### src/rcpa_pkg.sv
// ----------------------------------------------------------------------------
// rcpa_pkg: shared types and constants of the page allocator
// Word formats, operation and status codes, and sizes of the page tables.
// ----------------------------------------------------------------------------
package rcpa_pkg;

	localparam int NUM_PAGES = 32768;
	localparam int PAGE_BITS = 12;

	localparam int ADDR_W  = 32;
	localparam int PG_W    = $clog2(NUM_PAGES);
	localparam int FT_W    = $clog2(NUM_PAGES + 1);
	localparam int VPG_W   = ADDR_W - PAGE_BITS;
	localparam int CNT_W   = 16;
	localparam int LOW_W   = 15;
	localparam int ALLOC_W = 27;

	// Depth of the two small queues (command and result).
	localparam int Q_DEPTH = 2;
	localparam int Q_AW    = $clog2(Q_DEPTH);
	localparam int Q_CW    = $clog2(Q_DEPTH + 1);

	localparam logic [1:0] FN_ALLOC  = 2'd0;
	localparam logic [1:0] FN_FREE   = 2'd1;
	localparam logic [1:0] FN_ADDREF = 2'd2;

	localparam logic [2:0] ST_OK      = 3'd0;
	localparam logic [2:0] ST_EMPTY   = 3'd1;
	localparam logic [2:0] ST_BADADDR = 3'd2;
	localparam logic [2:0] ST_REFERR  = 3'd3;
	localparam logic [2:0] ST_ISFREE  = 3'd4;

	localparam logic [CNT_W-1:0] CNT_MAX = '1;

	typedef struct packed {
		logic [1:0]        func;
		logic [ADDR_W-1:0] page_addr;
	} req_t;

	typedef struct packed {
		logic [2:0]         status;
		logic [ALLOC_W-1:0] alloc_addr;
		logic [CNT_W-1:0]   count_after;
		logic               released;
	} rsp_t;

	typedef enum logic [2:0] {
		OP_NOP,
		OP_ALLOC,
		OP_FREE,
		OP_ADDREF,
		OP_BAD
	} op_t;

	typedef struct packed {
		op_t             op;
		logic [PG_W-1:0] page;
	} cmd_t;

	typedef enum logic {
		BK_IDLE,
		BK_EXEC
	} back_state_t;

endpackage

### src/rcpa_front.sv
// ----------------------------------------------------------------------------
// rcpa_front: request intake and classification
// Decodes each request word, checks the page address and queues a command.
// ----------------------------------------------------------------------------
module rcpa_front import rcpa_pkg::*; (
	input  logic             clk,
	input  logic             arst_n,
	input  logic [LOW_W-1:0] low_page,
	input  logic             push,
	output logic             full,
	input  req_t             req,
	output logic             cmd_valid,
	input  logic             cmd_pop,
	output cmd_t             cmd
);

	logic [VPG_W-1:0] vpage;
	logic             aligned;
	logic             in_range;
	logic             above_low;
	cmd_t             cmd_in;
	logic             push_ok;

	cmd_t             ent_q [Q_DEPTH];
	logic [Q_AW-1:0]  wp_q;
	logic [Q_AW-1:0]  rp_q;
	logic [Q_CW-1:0]  cnt_q;

	assign vpage     = req.page_addr[ADDR_W-1:PAGE_BITS];
	assign aligned   = (req.page_addr[PAGE_BITS-1:0] == '0);
	assign in_range  = (vpage < VPG_W'(NUM_PAGES));
	assign above_low = (vpage >= VPG_W'(low_page));

	always_comb begin
		cmd_in.page = PG_W'(vpage);
		case (req.func)
			FN_ALLOC: begin
				cmd_in.op = OP_ALLOC;
			end
			FN_FREE: begin
				cmd_in.op = (aligned && in_range && above_low) ? OP_FREE : OP_BAD;
			end
			FN_ADDREF: begin
				// The page holding the address is used; no alignment check here.
				cmd_in.op = in_range ? OP_ADDREF : OP_BAD;
			end
			default: begin
				cmd_in.op = OP_NOP;
			end
		endcase
	end

	assign full      = (cnt_q == Q_CW'(Q_DEPTH));
	assign push_ok   = push && !full;
	assign cmd_valid = (cnt_q != '0);
	assign cmd       = ent_q[rp_q];

	always_ff @(posedge clk or negedge arst_n) begin
		if (!arst_n) begin
			wp_q  <= '0;
			rp_q  <= '0;
			cnt_q <= '0;
		end else begin
			if (push_ok) begin
				wp_q <= wp_q + Q_AW'(1);
			end
			if (cmd_pop) begin
				rp_q <= rp_q + Q_AW'(1);
			end
			case ({push_ok, cmd_pop})
				2'b10: cnt_q <= cnt_q + Q_CW'(1);
				2'b01: cnt_q <= cnt_q - Q_CW'(1);
				default: cnt_q <= cnt_q;
			endcase
		end
	end

	always_ff @(posedge clk) begin
		if (push_ok) begin
			ent_q[wp_q] <= cmd_in;
		end
	end

endmodule

### config.mk
export PLATFORM = sky130hd
export DESIGN_NAME = rcpa_front
export DESIGN_NICKNAME = d
export VERILOG_FILES = /design/src/rcpa_pkg.sv /design/src/rcpa_front.sv
export SDC_FILE = /design/constraint.sdc
export NUM_CORES = 1
export LEC_CHECK = 0
export BUFFER_PORTS_ARGS = -buffer_cell sky130_fd_sc_hd__buf_2
export CAP_MARGIN = 25
export CORE_MARGIN = 8
export CORE_UTILIZATION = 52
export CTS_CLUSTER_DIAMETER = 100
export DETAILED_ROUTE_END_ITERATION = 16
export PLACE_DENSITY = 0.83
export SLEW_MARGIN = 10
export SYNTH_ARGS = -nofsm -noshare
export SYNTH_HDL_FRONTEND = slang
export SYNTH_SLANG_ARGS = --single-unit
### constraint.sdc
create_clock -name clk -period 3.09 [get_ports clk]
set_clock_uncertainty 0.05 [all_clocks]
set_input_delay 0.1545 -clock clk [delete_from_list [all_inputs] [get_ports clk]]
set_output_delay 0.1545 -clock clk [all_outputs]
set_load 0.01 [all_outputs]
Word-level counts from Yosys, hierarchy flattened --
Memory sizes are Yosys's and may differ from the RTL's. Index checks and enable logic that the tools add are counted.
Operators by class: $add $sub $neg 4, order comparisons 2, equal/unequal tests 5, multiplexer cells 6, reduce and logical (&&, ||, !) cells 8
Operator list (number):
- 20-bit by 15-bit greater-or-equal comparator with 1-bit output | 1
- 20-bit by 16-bit < comparator with 1-bit output, second input constant | 1
- 12-bit zero test | 1
- 3-bit one-hot mux with 3 select lines | 1
- 2-bit == test, second input constant | 3
- 3-bit two-way mux | 2
- 2-bit by 1-bit == test with 1-bit output, second input constant | 2
- 2-bit one-hot mux with 2 select lines | 1
- 2-bit nonzero test | 2
- 1-bit logical AND | 3
- 1-bit adder, second input constant | 2
- 2-bit by 1-bit adder with 2-bit output, second input constant | 1
- 2-bit zero test | 1
- 1-bit two-way mux | 2
- 2-bit by 1-bit subtractor with 2-bit output, second input constant | 1
- 1-bit zero test | 1
Word-level totals: flip-flop bits (word level) 4, memory bits (writable) 36, bits of input ports 53, output and inout port bits 20, word-level logic and storage cells 29, memories 1
Memory list:
- ent_q | depth 2, bits a word 18, rd ports 1, clocked after Yosys merged registers in 0, write ports 1, line rcpa_front.sv:24 | cmd_t ent_q [Q_DEPTH];

Depth between registers and ports, before layout --
Gate-level depths: netlist of the first run.
depth in word-level cells 5, mapped depth 7, gate-level depth less buffers 7

Worst setup path before layout of the first run --
No wires, ideal clock.
path type register to register, start point register cnt_q[0], end point memory ent_q[0][0] (netlist bit), enable pin, setup time 0.392 ns, arrival 1.406 ns, required time 2.648 ns, slack 1.242 ns, stages on the path, launching flop included 4, path buffers 0, clock period less this slack 1.848 ns, path through dfrtp_1 -> nand2b_1 -> nand2_1 -> nor2_1
Between the ends: longest elaborated chain between the ends 5
RTL lines:
- from (decl) | line rcpa_front.sv:27 | logic [Q_CW-1:0] cnt_q;
- from (signal assigned) | line rcpa_front.sv:71 | 2'b10: cnt_q <= cnt_q + Q_CW'(1);
- from (signal assigned) | line rcpa_front.sv:72 | 2'b01: cnt_q <= cnt_q - Q_CW'(1);
- from (signal assigned) | line rcpa_front.sv:73 | default: cnt_q <= cnt_q;
- 2-bit == test | line rcpa_front.sv:53 | assign full = (cnt_q == Q_CW'(Q_DEPTH));
- 1-bit zero test | line rcpa_front.sv:54 | assign push_ok = push && !full;
- 1-bit logical AND | line rcpa_front.sv:54
- 1-bit two-way mux | line rcpa_front.sv:79 | if (push_ok) begin
- 1-bit two-way mux (implied by the code) | line rcpa_front.sv:80 | ent_q[wp_q] <= cmd_in;
- to (decl) | line rcpa_front.sv:24
No other way between the ends.

==> summary.txt, run 1 <==
Critical path
  – R2R setup slack: 1.25 ns
  – Critical Path, Cell by Cell: mux2_2 -> buf_2
  – WP buf/inv: 1
  – Setup crit end kind: output port
  – Worst path slowest cell: dfrtp_1
  – Arrival time worst endpoint: 1.71 ns
  – Critical Path Stages: 2
  – Max incr delay on CP: 0.85 ns
  – Startpoint types: register
  – FF-to-FF path depth: 3
  – Crit Path Category: register to output port
  – Req. time, crit path: 2.89 ns
  – Max FO, Critical Path: 19
  – CP top delay family: flip-flops

Floorplanning
  – DIE WIDTH: 77.87 um
  – Die Ht: 77.87 um
  – Die area: 6064 um2
  – IO Pins: 73
  – FP Rows: 22
  – Starting Density: 54.37%
  – Core area: 3661 um2

Power and ir drop
  – Clock power share: 22.7%
  – Comb pwr share: 30.7%
  – Leak: 1.129 nW
  – Power per cell area: 709.4 nW/um2
  – Peak supply drop: 0.2775 mV
  – Switch share: 29.44%
  – Switch Pwr: 0.0005287 W
  – Final Power: 0.001796 W
  – Reg power frac: 46.6%
  – Int Power: 0.001267 W

Timing
  – Sum Neg Setup Slack: 0 ns
  – Hold Violations, Final: 0
  – Max Clk Rate: 521.2 MHz
  – Slew margin rel.: 41.84%
  – Max-slew violations: 0
  – Final min period: 1.919 ns
  – # setup viols final: 0
  – Final period utilization: 62.10%
  – Worst-margin pin slew: 0.8715 ns
  – RSZ-0062 raised after global routing: no

Drt
  – Avg WL per Cell: 14.94 um
  – DRC: 0
  – DR iter-0 viols: 64
  – First drt pass iteration count: 4
  – Post-Route WL: 4050 um
  – Via Count: 1,402
  – Post-route ant nets: 0
  – Post-DR vias/cell: 5.173

GRT
  – Vias in the first global route: 1,545
  – Antenna violations before repair: 0
  – First-pass GRT wire length: 6686 um
  – Total congestion overflow: 0
  – Largest net degree at the start of global routing: 20
  – GRT Total Usage: 14.05%

Clock tree
  – Root Buffer: clkbuf_8
  – Clk sink count: 40
  – CTS max path bufs: 2
  – H-tree levels: 2
  – Num CTS Buffers: 5
  – CTS tree: done
  – Later-pin clock latency in the skew report: 0.29 ns
  – CTS clk-pin slew, worst paths: 0.07 ns

Finish
  – Design area: 2531 um2
  – Antenna cell count: 0
  – Fill cell count: 269
  – Fin nets: 291
  – Layout area overhead: 27.15%
  – Layout cells sized above 1: 47.09%

Yosys
  – Top FF cell, synth: edfxtp_1
  – Synthesized cell area: 1991 um2
  – Flops & latches, synth: 40
  – Top area cells in the synthesized netlist: edfxtp_1, mux2_2, ha_1, dfrtp_1, inv_1
  – Register area share after synthesis: 59.33%
  – Synth cell count leaders: edfxtp_1, mux2_2, ha_1, inv_1, a21oi_1
  – Synthesized area per cell: 13.92 um2
  – EDFF count, synth: 36
  – Synth Instances: 143
  – Leading area contributor after synthesis: edfxtp_1
  – Post-synth ARST share: 10.00%
  – Post-synthesis cell type count: 32
  – Synth Net Count: 212
  – Synth warnings: 0
  – Post-synth top area share: 54.31%
  – Count leader, synth: edfxtp_1

Place
  – Post-detail-place hpwl: 3277 um
  – DP Area: 2404 um2
  – Input/output buffers: 72
  – Final Wtd Congestion: 0.7335

Flow run
  – Max capacitance violation total: 0

Hold path
  – Hold Crit Class: input pin to register
  – Cell depth of the worst hold path: 1

Run status
  – Status: finished, final reports clean
[routing by layer]
metal | vias up | routed length (um) | share of wire [%] | track usage (%)
li1 | 689 | - | - | -
met1 | 660 | 1620 | 40 | 13.59
met2 | 46 | 2066 | 51 | 25.15
met3 | 7 | 287 | 7.1 | 5.876
met4 | 0 | 76 | 1.9 | 6.792
met5 | - | 0 | 0 | 0
[per-stage QoR]
stage / hold slack (ns) / setup slack [ns] / instances / util (%)
after floorplan: -0.1911 / 1.242 / 143 / -
after global placement: -0.08762 / 1.309 / 261 / 65.65
after detailed placement: -0.08565 / 1.236 / 261 / 65.65
after CTS: 0.009812 / 1.123 / 271 / 69.14
after global routing: 0.007762 / 1.028 / 271 / 69.14
final: 0.01965 / 1.171 / 271 / 69.14
[final timing paths]
check / start / to
worst max-delay path: rp_q / cmd[15]
worst min-delay path: req[20] / ent_q[1][8]
worst max register to register: cnt_q[0] / ent_q[0][17]
worst min register to register: cnt_q[1] / cnt_q[1]
max in group asynchronous: arst_n / rp_q
min in group asynchronous: arst_n / cnt_q[0]
[power by group through the flow]
stage               clock network, W  registers, W  logic (W)
floorplan                          0      0.000789   0.000395
global placement                   0      0.000844   0.000554
detailed placement                 0      0.000853   0.000561
CTS                         0.000416      0.000841   0.000566
global route                0.000438      0.000860   0.000603
finish                      0.000407      0.000837   0.000551
[sequential cells by signal (all words and copies together) (netlist names)]
name,count
wp_q,1
ent_q,36
rp_q,1
cnt_q,2
[logic make-up after synthesis]
group	count (synthesis)	share of synthesized area [%]
xor+xnor	5	2.200
compound gates	17	5.217
fa+ha+maj	16	10.06
flops	40	59.33
mux	18	10.18
simple gates	29	9.492
buf+inv	18	3.520
[repair_timing]
action / in CTS / in global routing
hold buffers: 2 / 0
setup buffers: 0 / 0
hold endpoints to repair: 5 / 0
gates resized for setup: 0 / 0
[area by class of cell]
cell class                 count  area, um2  share of cell area, %
clock buffer                   6      72.57                  2.867
clock inverter                 2      35.03                  1.384
inverter                      16      60.06                  2.373
multi-input combinational     85      742.0                  29.31
sequential                    40       1181                  46.66
tap                           48      60.06                  2.373
timing repair buffer          74      380.4                  15.03
[placed cells by master, fill, tap and decap left out, types with 3 or more instances in the layout]
cell type,synthesis,routed
buf_2,2,72
edfxtp_1,36,36
mux2_2,18,18
inv_1,16,16
ha_1,16,16
a21oi_1,7,7
nand2_1,5,5
clkbuf_8,0,5
nor2_1,5,4
dfrtp_1,4,4
nand2b_1,3,3
xnor2_1,3,3
No activity file was read; power rests on OpenSTA's default activity.
==> run 2, diff against run 1 <==
--- a/config.mk
+++ b/config.mk
@@ -8,10 +8,10 @@
 export BUFFER_PORTS_ARGS = -buffer_cell sky130_fd_sc_hd__buf_2
 export CAP_MARGIN = 25
 export CORE_MARGIN = 8
-export CORE_UTILIZATION = 52
+export CORE_UTILIZATION = 44
 export CTS_CLUSTER_DIAMETER = 100
 export DETAILED_ROUTE_END_ITERATION = 16
-export PLACE_DENSITY = 0.83
+export PLACE_DENSITY = 0.75
 export SLEW_MARGIN = 10
 export SYNTH_ARGS = -nofsm -noshare
 export SYNTH_HDL_FRONTEND = slang
==> constraint.sdc (replaced) <==
create_clock -name clk -period 1.55 [get_ports clk]
set_clock_uncertainty 0.05 [all_clocks]
set_input_delay 0.0775 -clock clk [delete_from_list [all_inputs] [get_ports clk]]
set_output_delay 0.0775 -clock clk [all_outputs]
set_load 0.01 [all_outputs]
==> run 2 against run 1 <==
Sequential share of layout area decreased by 3.7 points. Die area increased by 14%. Clock-buffer cell count increased by 1. Cell count increased by 10%. Non-clock buffer count increased by 24. Wire length increased by 6.7%. Combinational power increased to 2.6 times the previous value. Highest routed layer unchanged.
==> summary.txt, run 2 (synthesized netlist as in run 1, its figures left out) <==
Critical path
  – Arrival time worst endpoint: 1.35 ns (was 1.71 ns)
  – Max FO, Critical Path: 15 (was 19)
  – Startpoint types: register (unchanged)
  – Req. time, crit path: 1.42 ns (was 2.89 ns)
  – Crit Path Category: register to output port (unchanged)
  – Setup crit end kind: output port (unchanged)

Floorplanning
  – FP Rows: 24 (was 22)
  – IO Pins: 73 (unchanged)
  – Starting Density: 45.72% (was 54.37%)
  – Die Ht: 83.26 um (was 77.87 um)
  – Core area: 4354 um2 (was 3661 um2)
  – DIE WIDTH: 83.26 um (was 77.87 um)
  – Die area: 6932 um2 (was 6064 um2)

GRT
  – Antenna violations before repair: 0 (unchanged)
  – Largest net degree at the start of global routing: 19 (was 20)
  – GRT Total Usage: 12.11% (was 14.05%)
  – Vias in the first global route: 1,644 (was 1,545)
  – Routing usage on met3: 3.125% (was 5.876%)
  – GRT met2 Usage: 22.70% (was 25.15%)
  – First-pass GRT wire length: 7017 um (was 6686 um)
  – Total congestion overflow: 0 (unchanged)
  – Grt peak-use layer: met2 (unchanged)
  – Grt met1 use: 12.04% (was 13.59%)

Clock tree
  – CTS tree: done (unchanged)
  – Num CTS Buffers: 5 (unchanged)
  – Clk sink count: 40 (unchanged)
  – Root Buffer: clkbuf_8 (unchanged)
  – CTS clk-pin slew, worst paths: 0.07 ns (about the same)
  – H-tree levels: 2 (unchanged)
  – Later-pin clock latency in the skew report: 0.27 ns (was 0.29 ns)
  – CTS max path bufs: 2 (unchanged)

Place
  – Pre-CTS setup slack: -0.2021 ns (was 1.236 ns)
  – Input/output buffers: 72 (unchanged)
  – Post-detail-place hpwl: 3348 um (was 3277 um)
  – Final Wtd Congestion: 0.8270 (was 0.7335)

Drt
  – Post-Route WL: 4320 um (was 4050 um)
  – DRC: 0 (unchanged)
  – Avg WL per Cell: 14.50 um (was 14.94 um)
  – First drt pass iteration count: 4 (unchanged)
  – DR iter-0 viols: 32 (was 64)
  – Post-DR vias/cell: 4.946 (was 5.173)
  – Via Count: 1,474 (was 1,402)
  – Post-route ant nets: 0 (unchanged)

Timing
  – Max Clk Rate: 678.0 MHz
  – Slew margin rel.: 82.04% (was 41.84%)
  – Hold Violations, Final: 0 (unchanged)
  – Worst-margin pin slew: 0.2672 ns (was 0.8715 ns)
  – # setup viols final: 0 (unchanged)
  – Final period utilization: 95.15%
  – Sum Neg Setup Slack: 0 ns (unchanged)
  – RSZ-0062 raised after global routing: no (unchanged)
  – Final min period: 1.475 ns
  – Max-slew violations: 0 (unchanged)
  – PnR worst setup slack: 0.07511 ns (was 1.171 ns)

Finish
  – Layout cells sized above 1: 49.59% (was 47.09%)
  – Largest register FFs: 36 (unchanged)
  – Largest registers: ent_q x36, cnt_q x2 (unchanged)
  – Fin nets: 315 (was 291)
  – Biggest register: ent_q (unchanged)
  – Most frequent cells in the layout: buf_2, edfxtp_1, mux2_2 (unchanged)
  – Commonest non-fill, non-tap cell in the layout: buf_2 (unchanged)
  – Layout area overhead: 38.09% (was 27.15%)
  – Antenna cell count: 0 (unchanged)
  – Fill cell count: 329 (was 269)

Power and ir drop
  – Peak supply drop: 0.4889 mV (was 0.2775 mV)
  – Leak: 1.235 nW (was 1.129 nW)
  – Power per cell area: 1324 nW/um2 (was 709.4 nW/um2)

Run status
  – Status: finished, final reports clean (unchanged)

Hold path
  – Hold Crit Class: input pin to register (unchanged)

Flow run
  – Max capacitance violation total: 0 (unchanged)
-- run 2: changes by cell type in the layout (fill, tap and decap cells not counted), sizes merged --
cell | before | now
buf | 72 | 89
bufinv | 1 | 0
clkbuf | 6 | 7
clkinv | 1 | 0
dlygate4sd3 | 2 | 9
-- run 2: path summary, 6_finish.rpt --
path,from,end,slack (ns),cells after the start
setup / recovery,rp_q,cmd[15],0.08,3
hold / removal,req[18],ent_q[1][6],0.04,2
setup reg to reg,cnt_q[0],cnt_q[1],0.15,5
hold reg to reg,cnt_q[1],cnt_q[1],0.44,1
max in group asynchronous,arst_n,rp_q,1.23,2
min in group asynchronous,arst_n,cnt_q[1],0.08,2
-- run 2: layer usage --
layer / up-vias / part of all wire [%]
met1: 691 / 39
met2: 44 / 54
met5: - / 0
met3: 7 / 4.5
met4: 0 / 1.9
li1: 732 / -
-- run 2: critical path, stage by stage (launching register included) --
cell and delay [ns]:
dfrtp_2 0.41, buf_12 0.17, mux2_2 0.34, buf_2 0.15
-- run 2: final cells by class --
| class | instances | area [um2] | area share (%) |
|---|---|---|---|
| sequential | 40 | 1182 | 43.01 |
| multi-input combinational | 85 | 749.5 | 27.26 |
| timing repair buffer | 98 | 615.6 | 22.39 |
| clock buffer | 7 | 76.32 | 2.777 |
| tap | 52 | 65.06 | 2.367 |
| inverter | 16 | 60.06 | 2.185 |
-- run 2: repair_timing --
action,in CTS,in global routing
pin swaps,0,1
resized for setup,1,1
endpoints found under the hold margin,19,0
setup endpoints to repair,14,6
buffers inserted,0,1
hold buffers,9,0
-- run 2: metrics by stage --
step / power, W / util [%] / std cells / hold slack [ns] / area (um2)
finish: 0.003640 / 63.13 / 298 / 0.03904 / 2749
global route: 0.003852 / 63.13 / 298 / 0.03350 / 2749
CTS: 0.003675 / 62.90 / 297 / 0.02843 / 2739
detailed placement: 0.003035 / 59.05 / 281 / -0.1608 / 2571
global placement: 0.003000 / 59.05 / 281 / -0.1629 / 2571
floorplan: 0.002373 / - / 143 / -0.2681 / 1998
-- run 2: where the power goes --
group / total [W] / internal [W] / leakage (nW) / switching [W]
logic: 0.00144 / 0.000752 / 0.815 / 0.000684
clock network: 0.000614 / 0.000309 / 0.0383 / 0.000305
registers: 0.00159 / 0.00149 / 0.381 / 0.0000992
